File: config.mk
export PLATFORM = sky130hd
export DESIGN_NAME = comment_and_literal_stripper_flat
export DESIGN_NICKNAME = d
export VERILOG_FILES = /design/src/design/cls_pkg.sv /design/src/design/cls_if.sv /design/src/design/cls_step.sv /design/src/design/cls_outq.sv /design/src/design/comment_and_literal_stripper.sv /design/src/flat_wrapper.sv
export SDC_FILE = /design/constraint.sdc
export NUM_CORES = 1
export LEC_CHECK = 0
export BUFFER_PORTS_ARGS = -buffer_cell sky130_fd_sc_hd__buf_2
export CAP_MARGIN = 20
export CORE_MARGIN = 2
export CORE_UTILIZATION = 55
export CTS_CLUSTER_SIZE = 16
export DETAILED_ROUTE_END_ITERATION = 8
export MAX_ROUTING_LAYER = met4
export PLACE_DENSITY = 0.74
export REMOVE_ABC_BUFFERS = 1
export SLEW_MARGIN = 20
export SYNTH_ARGS = -nofsm -noshare
export SYNTH_HDL_FRONTEND = slang
export SYNTH_SLANG_ARGS = --single-unit
File: constraint.sdc
create_clock -name clk -period 3.1 [get_ports clk]
set_input_delay 0.465 -clock clk [delete_from_list [all_inputs] [get_ports clk]]
set_output_delay 0.465 -clock clk [all_outputs]
set_load 0.02 [all_outputs]
File: src/design/cls_pkg.sv
package cls_pkg;

  localparam int unsigned UnitW = 16;
  localparam int unsigned QDepth = 4;
  localparam int unsigned QAddrW = $clog2(QDepth);
  localparam int unsigned QCntW = $clog2(QDepth + 1);

  localparam logic [UnitW-1:0] U_END    = 16'h0000;
  localparam logic [UnitW-1:0] U_DQUOTE = 16'h0022;
  localparam logic [UnitW-1:0] U_SQUOTE = 16'h0027;
  localparam logic [UnitW-1:0] U_SLASH  = 16'h002F;
  localparam logic [UnitW-1:0] U_STAR   = 16'h002A;
  localparam logic [UnitW-1:0] U_NL     = 16'h000A;
  localparam logic [UnitW-1:0] U_BSLASH = 16'h005C;

  typedef enum logic [3:0] {
    M_NORMAL = 4'd0,
    M_SLASH  = 4'd1,
    M_LINE   = 4'd2,
    M_BLOCK  = 4'd3,
    M_BSTAR  = 4'd4,
    M_DQ     = 4'd5,
    M_DQ_ESC = 4'd6,
    M_SQ     = 4'd7,
    M_SQ_ESC = 4'd8,
    M_ERR    = 4'd9
  } mode_t;

  typedef enum logic [2:0] {
    ST_CHAR         = 3'd0,
    ST_END          = 3'd1,
    ST_UNCLOSED_LIT = 3'd2,
    ST_NL_LIT       = 3'd3,
    ST_UNCLOSED_CMT = 3'd4
  } status_t;

  typedef struct packed {
    logic [UnitW-1:0] out_char;
    status_t          status;
    logic             last;
  } res_t;

  typedef struct packed {
    logic [1:0] cnt;
    res_t       r0;
    res_t       r1;
    mode_t      mode;
  } step_t;

endpackage

File: src/design/cls_if.sv
interface cls_in_if;
  logic                        valid;
  logic                        ready;
  logic [cls_pkg::UnitW-1:0]   code_unit;

  modport source (output valid, output code_unit, input ready);
  modport sink (input valid, input code_unit, output ready);
endinterface

interface cls_out_if;
  logic                        valid;
  logic                        ready;
  logic [cls_pkg::UnitW-1:0]   out_char;
  logic [2:0]                  status;
  logic                        last;

  modport source (output valid, output out_char, output status, output last, input ready);
  modport sink (input valid, input out_char, input status, input last, output ready);
endinterface

File: src/design/cls_step.sv
module cls_step (
  input  cls_pkg::mode_t            mode,
  input  logic [cls_pkg::UnitW-1:0] unit,
  output cls_pkg::step_t            step
);

  cls_pkg::res_t  nrm_res;
  logic           nrm_emit;
  cls_pkg::mode_t nrm_mode;
  cls_pkg::res_t  slash_res;
  logic [cls_pkg::UnitW-1:0] quote;
  cls_pkg::mode_t esc_mode;

  // Handling of one unit in normal text.
  always_comb begin
    nrm_emit = 1'b1;
    nrm_res.out_char = unit;
    nrm_res.status = cls_pkg::ST_CHAR;
    nrm_res.last = 1'b0;
    nrm_mode = cls_pkg::M_NORMAL;
    priority if (unit == cls_pkg::U_END) begin
      nrm_res.out_char = '0;
      nrm_res.status = cls_pkg::ST_END;
    end else if (unit == cls_pkg::U_DQUOTE) begin
      nrm_mode = cls_pkg::M_DQ;
    end else if (unit == cls_pkg::U_SQUOTE) begin
      nrm_mode = cls_pkg::M_SQ;
    end else if (unit == cls_pkg::U_SLASH) begin
      nrm_emit = 1'b0;
      nrm_mode = cls_pkg::M_SLASH;
    end else begin
      nrm_mode = cls_pkg::M_NORMAL;
    end
  end

  always_comb begin
    slash_res.out_char = cls_pkg::U_SLASH;
    slash_res.status = cls_pkg::ST_CHAR;
    slash_res.last = 1'b0;
    quote = (mode == cls_pkg::M_SQ) ? cls_pkg::U_SQUOTE : cls_pkg::U_DQUOTE;
    esc_mode = (mode == cls_pkg::M_SQ) ? cls_pkg::M_SQ_ESC : cls_pkg::M_DQ_ESC;
  end

  always_comb begin
    step.cnt = 2'd0;
    step.r0.out_char = unit;
    step.r0.status = cls_pkg::ST_CHAR;
    step.r0.last = 1'b1;
    step.r1 = nrm_res;
    step.r1.last = 1'b1;
    step.mode = mode;
    unique case (mode)
      cls_pkg::M_SLASH: begin
        priority if (unit == cls_pkg::U_STAR) begin
          step.mode = cls_pkg::M_BLOCK;
        end else if (unit == cls_pkg::U_SLASH) begin
          step.mode = cls_pkg::M_LINE;
        end else begin
          step.cnt = 2'd2;
          step.r0 = slash_res;
          step.mode = nrm_mode;
        end
      end
      cls_pkg::M_LINE: begin
        priority if (unit == cls_pkg::U_END) begin
          step.cnt = 2'd1;
          step.r0.out_char = '0;
          step.r0.status = cls_pkg::ST_END;
          step.mode = cls_pkg::M_NORMAL;
        end else if (unit == cls_pkg::U_NL) begin
          step.mode = cls_pkg::M_NORMAL;
        end else begin
          step.mode = cls_pkg::M_LINE;
        end
      end
      cls_pkg::M_BLOCK, cls_pkg::M_BSTAR: begin
        priority if (unit == cls_pkg::U_END) begin
          step.cnt = 2'd1;
          step.r0.out_char = '0;
          step.r0.status = cls_pkg::ST_UNCLOSED_CMT;
          step.mode = cls_pkg::M_NORMAL;
        end else if (unit == cls_pkg::U_STAR) begin
          step.mode = cls_pkg::M_BSTAR;
        end else if (unit == cls_pkg::U_SLASH && mode == cls_pkg::M_BSTAR) begin
          step.mode = cls_pkg::M_NORMAL;
        end else begin
          step.mode = cls_pkg::M_BLOCK;
        end
      end
      cls_pkg::M_DQ, cls_pkg::M_SQ: begin
        step.cnt = 2'd1;
        priority if (unit == cls_pkg::U_END) begin
          step.r0.out_char = '0;
          step.r0.status = cls_pkg::ST_UNCLOSED_LIT;
          step.mode = cls_pkg::M_NORMAL;
        end else if (unit == cls_pkg::U_BSLASH) begin
          step.mode = esc_mode;
        end else if (unit == cls_pkg::U_NL) begin
          step.r0.out_char = '0;
          step.r0.status = cls_pkg::ST_NL_LIT;
          step.mode = cls_pkg::M_ERR;
        end else if (unit == quote) begin
          step.mode = cls_pkg::M_NORMAL;
        end else begin
          step.mode = mode;
        end
      end
      cls_pkg::M_DQ_ESC, cls_pkg::M_SQ_ESC: begin
        step.cnt = 2'd1;
        if (unit == cls_pkg::U_END) begin
          step.r0.out_char = '0;
          step.r0.status = cls_pkg::ST_UNCLOSED_LIT;
          step.mode = cls_pkg::M_NORMAL;
        end else begin
          step.mode = (mode == cls_pkg::M_DQ_ESC) ? cls_pkg::M_DQ : cls_pkg::M_SQ;
        end
      end
      cls_pkg::M_ERR: begin
        if (unit == cls_pkg::U_END) begin
          step.mode = cls_pkg::M_NORMAL;
        end
      end
      default: begin
        step.cnt = {1'b0, nrm_emit};
        step.r0 = nrm_res;
        step.r0.last = 1'b1;
        step.mode = nrm_mode;
      end
    endcase
  end

endmodule

File: src/design/cls_outq.sv
module cls_outq (
  input  logic               clk,
  input  logic               rst_n,
  input  cls_pkg::step_t     step,
  input  logic               push,
  output logic               room,
  output logic               q_valid,
  input  logic               q_ready,
  output cls_pkg::res_t      q_head
);

  cls_pkg::res_t                 q_r [cls_pkg::QDepth];
  logic [cls_pkg::QAddrW-1:0]    wp_r, wp_nxt;
  logic [cls_pkg::QAddrW-1:0]    rp_r, rp_nxt;
  logic [cls_pkg::QCntW-1:0]     cnt_r, cnt_nxt;
  logic [1:0]                    push_cnt;
  logic                          pop;

  assign push_cnt = push ? step.cnt : 2'd0;
  assign pop = q_valid && q_ready;
  assign q_valid = (cnt_r != '0);
  assign q_head = q_r[rp_r];
  assign room = (cnt_r <= cls_pkg::QCntW'(cls_pkg::QDepth - 2));

  always_comb begin
    wp_nxt = wp_r + cls_pkg::QAddrW'(push_cnt);
    rp_nxt = rp_r + cls_pkg::QAddrW'(pop);
    cnt_nxt = cnt_r + cls_pkg::QCntW'(push_cnt) - cls_pkg::QCntW'(pop);
  end

  always_ff @(posedge clk) begin
    if (push_cnt != 2'd0) begin
      q_r[wp_r] <= step.r0;
    end
    if (push_cnt == 2'd2) begin
      q_r[wp_r + cls_pkg::QAddrW'(1)] <= step.r1;
    end
  end

  always_ff @(posedge clk) begin
    if (!rst_n) begin
      wp_r <= '0;
      rp_r <= '0;
      cnt_r <= '0;
    end else begin
      wp_r <= wp_nxt;
      rp_r <= rp_nxt;
      cnt_r <= cnt_nxt;
    end
  end

endmodule

File: src/design/comment_and_literal_stripper.sv
// Scans text one 16-bit code unit per transaction and removes block and line comments while
// keeping quoted literals intact; a zero unit ends the text and yields an end or error status
// unless a newline inside a literal has already reported its error. A new unit is accepted
// every cycle while the output queue has room for its results. Each unit is registered, then
// stepped through the scanner state, and its zero, one or two results enter a four-entry
// output queue from which the first result is presented. The output port delivers one result
// per cycle while the receiver is ready, so the two results of a unit that yields two (a held
// slash followed by another unit) leave one after the other, and the queue back-pressures the
// input when fewer than two entries are free.
module comment_and_literal_stripper (
  input  logic             clk,
  input  logic             rst_n,
  cls_in_if.sink           in_ch,
  cls_out_if.source        out_ch
);

  logic                      s1_valid_r, s1_valid_nxt;
  logic [cls_pkg::UnitW-1:0] s1_unit_r;
  cls_pkg::mode_t            mode_r, mode_nxt;
  cls_pkg::step_t            step;
  cls_pkg::res_t             head;
  logic                      room;
  logic                      proceed;
  logic                      accept;

  assign proceed = s1_valid_r && room;
  assign in_ch.ready = !s1_valid_r || proceed;
  assign accept = in_ch.valid && in_ch.ready;

  always_comb begin
    s1_valid_nxt = accept ? 1'b1 : (proceed ? 1'b0 : s1_valid_r);
    mode_nxt = proceed ? step.mode : mode_r;
  end

  cls_step u_step (
    .mode (mode_r),
    .unit (s1_unit_r),
    .step (step)
  );

  cls_outq u_outq (
    .clk     (clk),
    .rst_n   (rst_n),
    .step    (step),
    .push    (proceed),
    .room    (room),
    .q_valid (out_ch.valid),
    .q_ready (out_ch.ready),
    .q_head  (head)
  );

  assign out_ch.out_char = head.out_char;
  assign out_ch.status = head.status;
  assign out_ch.last = head.last;

  always_ff @(posedge clk) begin
    if (accept) begin
      s1_unit_r <= in_ch.code_unit;
    end
  end

  always_ff @(posedge clk) begin
    if (!rst_n) begin
      s1_valid_r <= 1'b0;
      mode_r <= cls_pkg::M_NORMAL;
    end else begin
      s1_valid_r <= s1_valid_nxt;
      mode_r <= mode_nxt;
    end
  end

endmodule

File: src/flat_wrapper.sv
// flat-port wrapper written by rule: the top's interface ports become plain ports
module comment_and_literal_stripper_flat 
  (clk, rst_n, in_ch_valid, in_ch_code_unit, in_ch_ready, out_ch_valid, out_ch_out_char, out_ch_status, out_ch_last, out_ch_ready);
  cls_in_if in_ch_i ();
  cls_out_if out_ch_i ();
  input  logic clk;
  input  logic rst_n;
  input wire logic [$bits(in_ch_i.valid)-1:0] in_ch_valid;
  input wire logic [$bits(in_ch_i.code_unit)-1:0] in_ch_code_unit;
  output wire logic [$bits(in_ch_i.ready)-1:0] in_ch_ready;
  output wire logic [$bits(out_ch_i.valid)-1:0] out_ch_valid;
  output wire logic [$bits(out_ch_i.out_char)-1:0] out_ch_out_char;
  output wire logic [$bits(out_ch_i.status)-1:0] out_ch_status;
  output wire logic [$bits(out_ch_i.last)-1:0] out_ch_last;
  input wire logic [$bits(out_ch_i.ready)-1:0] out_ch_ready;
  assign in_ch_i.valid = in_ch_valid;
  assign in_ch_i.code_unit = in_ch_code_unit;
  assign in_ch_ready = in_ch_i.ready;
  assign out_ch_valid = out_ch_i.valid;
  assign out_ch_out_char = out_ch_i.out_char;
  assign out_ch_status = out_ch_i.status;
  assign out_ch_last = out_ch_i.last;
  assign out_ch_i.ready = out_ch_ready;
  comment_and_literal_stripper u_core (.clk(clk), .rst_n(rst_n), .in_ch(in_ch_i), .out_ch(out_ch_i));
endmodule
==> qor.yml, run 1 <==
die_h_um: 105
fmax_mhz: 344
cp_max_fo: 8
ys_warn_count: 0
synth_top_area_share_pct: 44.6
p_leak_nw: 2.28
reg2reg_to: "u_core.u_outq.cnt_r[2]$_SDFF_PN0_"
cts_sinks: 108
ys_async_sr_fraction_pct: 0
drtIter0Drc: 331
grt_pass1_wl_um: 20300
outcome: "finished, final reports clean"
drc: 0
period_needed_ns: 2.91
syn_avg_cell_area_sq_um: 12.3
finalPower_mw: 4.17
start_kind: "flop"
synth.cells.most_frequent: "edfxtp_1 (84), nor2_1 (38), nand2_1 (34)"
row_count: 37
port_buffers: 41
power_frac_seq_pct: 44.1
end_kind: "flop"
fillers: 776
synth_edf_count: 84
regToRegSetupSlack_ns: 0.19
drt-wirelength-per-cell_um: 19.3
final_area_sq_mm: 0.00644
period_share_pct: 93.8
diodes: 0
grt_start_max_net_pins: 22
detail-route-antenna-nets: 0
slew_headroom_pct: 54.0
cts.clk_slew.worst_paths_ns: 0.10
vias: 3960
cts_tree: "done"
grt_pass1_vias: 3873
dieArea_sq_mm: 0.0111
placed_area_sq_mm: 0.00616
antenna_found_initial: 0
io_pins: 42
syn_inst: 459
power_frac_comb_pct: 33.3
seq_area_frac_synth_pct: 53.1
fp.dieW_um: 105
dp.cells: 646
yosysTopAreaCell: "edfxtp_1"
coreArea_sq_mm: 0.0101
place_congestion: 0.914
cap_violations: 0
areaGrowthSynthToFinish_pct: 14.0
finalNetCount: 552
cp.arrival_ns: 3.19
swShare_pct: 32.3
drive_above_1_share_pct: 31.7
clk_latency_ns: 0.37
p_int_mw: 2.82
cp-endpoint: "u_core.u_outq.cnt_r[2]$_SDFF_PN0_"
peakVddDrop_uv: 309
clockPowerShare_pct: 22.6
required_ns: 3.38
synth_ff_type: "edfxtp_1"
instances_no_fill: 666
r2r_start: "u_core.mode_r[2]$_SDFFE_PN0P_"
synth_most_common_cell: "edfxtp_1"
cts-htree-levels: 3
finClkSkew_ns: 0.00541
synth.distinct_cells: 78
setup_viol: 0
powerDensity_mw_per_mm2: 647
hold_violations: 0
yosys_register_bits: 108
clk_path_buf_depth: 2
min-delay-path-class: "in -> reg"
rsz0062_at_grt: "false"
cts_made_buffers: 9
grt_overflow_total: 0
start_util_pct: 55.7
p_switching_mw: 1.35
worstSetupPathType: "reg -> reg"
ctsHoldBuffers: 0
dp_hpwl_um: 8890
tightest_slew_ns: 0.684
grt_usage_pct: 24.7
wl_um: 12800
reg2reg_depth: 12
firstDrtPassIters: 4
cp-startpoint: "u_core.mode_r[2]$_SDFFE_PN0P_"
routed_via_density: 5.95
synthTopCellsByArea: "edfxtp_1 (45%), dfxtp_1 (8.5%), mux4_2 (8.0%), nor2b_2 (3.1%), and2_1 (2.7%)"
final_max_slew_viol_count: 0
tns_ns: 0
netlist_area_sq_mm: 0.00565
cts_root_buf: "clkbuf_8"
## stage by stage
stage / setup WS (ns) / hold WS, ns / utilization [%]
floorplan: 0.0522 / 0.425 / -
global placement: 0.113 / 0.440 / 60.7
detailed placement: 0.0516 / 0.451 / 60.7
CTS: 0.0410 / 0.254 / 62.8
global route: 0.0137 / 0.245 / 63.5
finish: 0.194 / 0.261 / 63.5
## area by class of cell
type                       count  area [sq um]  area share [%]
inverter                      10          37.5           0.583
multi-input combinational    316          2500            38.8
sequential                   108          3000            46.6
clock inverter                 5          85.1            1.32
timing repair buffer          81           518            8.04
clock buffer                  10           128            1.98
tap                          136           170            2.64
## what timing repair did
item                       CTS  global route
resized for setup            0             6
setup endpoints to repair    0            12
setup buffers                0             5
## flip-flops by register name, summed over array words and instances (netlist names)
signal               cells
u_core.u_outq.q_r       80
u_core.s1_unit_r        16
u_core.mode_r            4
u_core.u_outq.cnt_r      3
u_core.u_outq.rp_r       2
u_core.u_outq.wp_r       2
u_core.s1_valid_r        1
## routing by layer
layer / vias up / GRT usage, % / part of all wire [%]
met5: - / - / 0
met3: 23 / 4.39 / 6.6
met1: 1937 / 32.8 / 43
met4: 0 / 8.67 / 1.8
met2: 158 / 38.6 / 49
li1: 1842 / - / -
## cells by family after synthesis
family	share of synthesized area [%]
buffers and inverters	3.25
flip-flops	53.1
AO/OA/AOI/OAI	12.0
XOR/XNOR	1.08
AND/OR/NAND/NOR	20.5
multiplexers	8.52
adder cells (fa/ha/maj)	1.46
## power by group through the flow
stage	clock network, mW	registers, mW	logic, mW
floorplan	0	1.93	0.903
global placement	0	1.86	1.37
detailed placement	0	1.87	1.38
CTS	0.953	1.84	1.38
global route	1.02	1.85	1.50
finish	0.942	1.84	1.39
## cells in the final DEF (no fill, tap or decap), types with 3 or more instances in the layout
master    instances
edfxtp_1         84
buf_2            41
buf_4            39
nor2_1           38
nand2_1          34
dfxtp_1          24
and2_1           23
nor2b_2          20
mux4_2           20
a21oi_1          15
nor2b_1          15
o21ai_0          15
o21ai_1          12
inv_1             9
clkbuf_8          9
nand3b_1          7
nand4_1           6
nand3_1           6
nor3_1            5
ha_1              5
a211oi_1          4
a21o_1            4
xor2_1            4
nand2b_1          3
or3_1             3
nor4_2            3
or4_1             3
xnor2_1           3
a21oi_4           3
a31oi_4           3
a31oi_1           3
nor4_1            3
## critical path, cell delays in order, from the launching register on
cell and delay (ns):
dfxtp_1 0.44, or3b_2 0.48, a21oi_1 0.23, and2_4 0.20, o21ai_1 0.08, ha_1 0.31
inv_1 0.05, ha_1 0.13, inv_1 0.05, fa_1 0.42, xor2_1 0.16, xnor2_1 0.12
and2_1 0.14
## worst min path at each step
| stage | start | end | slack [ns] | cells past startpoint |
|---|---|---|---|---|
| 2_1_floorplan | u_core.u_outq.q_r[2][3]$_SDFFE_PP0P_ | u_core.u_outq.q_r[2][3]$_SDFFE_PP0P_ | 0.43 | 2 |
| 3_3_place_gp | u_core.u_outq.q_r[2][3]$_SDFFE_PP0P_ | u_core.u_outq.q_r[2][3]$_SDFFE_PP0P_ | 0.44 | 2 |
| 3_5_place_dp | u_core.u_outq.q_r[1][3]$_SDFFE_PP0N_ | u_core.u_outq.q_r[1][3]$_SDFFE_PP0N_ | 0.45 | 2 |
| 4_1_cts | in_ch_code_unit[0] | u_core.s1_unit_r[0]$_DFFE_PP_ | 0.25 | 1 |
| 5_1_grt | in_ch_code_unit[13] | u_core.s1_unit_r[13]$_DFFE_PP_ | 0.25 | 1 |
| 6_report | in_ch_code_unit[0] | u_core.s1_unit_r[0]$_DFFE_PP_ | 0.26 | 1 |
Note: power is estimated with default switching activity, not from simulation.
==> run 2, diff against run 1 <==
REMOVE_ABC_BUFFERS = default   (was 1)
==> qor.yml, run 2 (same netlist as run 1, synthesis figures left out) <==
clk_path_buf_depth: 2
drc: 0
drtIter0Drc: 231
slew_headroom_pct: 52.9
p_switching_mw: 1.37
p_leak_nw: 2.28
use_met1_pct: 33.5
grt_pass1_vias: 3869
cpPeakStageDelay_ns: 0.43
cts_sinks: 108
period_share_pct: 94.3
hold_violations: 0
dp_hpwl_um: 9010
cts.clk_slew.worst_paths_ns: 0.10
path_cells: "nor4_2 > buf_4 > and4_1 > and2_4 > o21ai_1 > ha_1 > inv_1 > ha_1 > inv_1 > fa_1 > xor2_1 > xnor2_1 > and2_1"
crit_path_top_delay_cell: "edfxtp_1"
mostFrequentLayoutCell: "edfxtp_1"
rsz0062_at_grt: "false"
cts_made_buffers: 9
final_area_sq_mm: 0.00641
gr-max-usage-layer: "met2"
setup_viol: 0
dieArea_sq_mm: 0.0111
grt_overflow_total: 0
grtUsageMet2_pct: 38.4
start_util_pct: 55.7
grt_usage_pct: 24.8
required_ns: 3.39
cts_tree: "done"
final_max_slew_viol_count: 0
grt_pass1_wl_um: 20300
place_congestion: 0.931
cp_max_fo: 7
coreArea_sq_mm: 0.0101
outcome: "finished, final reports clean"
timing.hold.ws_ns: 0.249
min-delay-path-class: "in -> reg"
cp.arrival_ns: 3.21
placed_area_sq_mm: 0.00618
finalNetCount: 555
drt-wirelength-per-cell_um: 19.0
peakVddDrop_uv: 305
grt_use_met3_pct: 3.59
grt_start_max_net_pins: 22
firstDrtPassIters: 5
worstSetupPathType: "reg -> reg"
p_int_mw: 2.66
wl_um: 12700
tightest_slew_ns: 0.706
antenna_found_initial: 0
vias: 3945
areaGrowthSynthToFinish_pct: 13.3
syn-num-nets: 485
drive_above_1_share_pct: 32.0
routed_via_density: 5.89
finClkSkew_ns: 0.00674
cap_violations: 0
die_h_um: 105
regToRegSetupSlack_ns: 0.18
io_pins: 42
diodes: 0
row_count: 37
power_frac_comb_pct: 34.2
detail-route-antenna-nets: 0
swShare_pct: 33.9
largestRegisters: "u_core.u_outq.q_r (80), u_core.s1_unit_r (16), u_core.mode_r (4)"
end_kind: "flop"
largest_reg_flops: 80
clockPowerShare_pct: 20.2
ctsHoldBuffers: 0
regMostFlops: "u_core.u_outq.q_r"
tns_ns: 0
clk_latency_ns: 0.38
power_frac_seq_pct: 45.6
powerDensity_mw_per_mm2: 629
cts-htree-levels: 3
period_needed_ns: 2.92
start_kind: "flop"
fmax_mhz: 342
layout_common_cells: "edfxtp_1 (84), buf_2 (42), buf_4 (41)"
port_buffers: 41
fp.dieW_um: 105
cts_root_buf: "clkbuf_8"
[run 2: cell count changes in the layout (fill, tap and decap cells not counted), sizes merged]
cell    previous run  this run
bufinv             2         0
clkinv             1         5
clkbuf            10         9
buf               81        84
[run 2: worst max-delay path, delay by kind of cell, from the launching register on]
kind,cells,cell delay (ns)
and+or+nand+nor,4,0.88
adders and majority gates,3,0.86
DFF,1,0.43
buffers and inverters,3,0.29
xor gates and xnor gates,2,0.28
AOI/OAI and AO/OA,1,0.09
[run 2: power by group through the flow]
stage	combinational (mW)	clock (mW)	sequential, mW
floorplan	1.03	0	1.84
global placement	1.36	0	1.86
detailed placement	1.38	0	1.87
CTS	1.38	0.832	1.84
global route	1.50	0.882	1.85
finish	1.38	0.814	1.84
[run 2: cell type report]
cell class / instances / area (sq um)
multi-input cells: 316 / 2470
repair buffers: 84 / 538
well taps: 136 / 170
clock buffers: 9 / 124
fillers: 827 / 3730
flip-flops and latches: 108 / 3000
inverters: 10 / 37.5
clock inverters: 7 / 60.1
[run 2: path summary, 6_finish.rpt]
path / from / depth (start not counted) / to
worst max register to register: u_core.s1_unit_r[10]$_DFFE_PP_ / 13 / u_core.u_outq.cnt_r[2]$_SDFF_PN0_
worst min-delay path: in_ch_code_unit[13] / 1 / u_core.s1_unit_r[13]$_DFFE_PP_
worst min register to register: u_core.u_outq.q_r[2][3]$_SDFFE_PP0P_ / 2 / u_core.u_outq.q_r[2][3]$_SDFFE_PP0P_
worst max-delay path: u_core.s1_unit_r[10]$_DFFE_PP_ / 13 / u_core.u_outq.cnt_r[2]$_SDFF_PN0_
[run 2: repair_timing]
action / 4_1_cts / 5_1_grt
setup endpoints to repair: 0 / 1
resized for setup: 0 / 3
buffers inserted: 0 / 4
[run 2: routing by layer]
layer  part of all wire (%)  wire, um
met4                    1.5       196
met2                     49      6260
met5                      0         0
met3                    5.8       737
met1                     43      5520
[run 2: stage by stage]
stage	cells	total power, mW	setup slack, ns	util [%]
after floorplan	459	2.87	0.126	-
after global placement	649	3.22	0.133	60.9
after detailed placement	649	3.25	0.0407	60.9
after CTS	665	4.05	0.0116	62.8
after global routing	670	4.23	0.0221	63.2
final	670	4.03	0.176	63.2
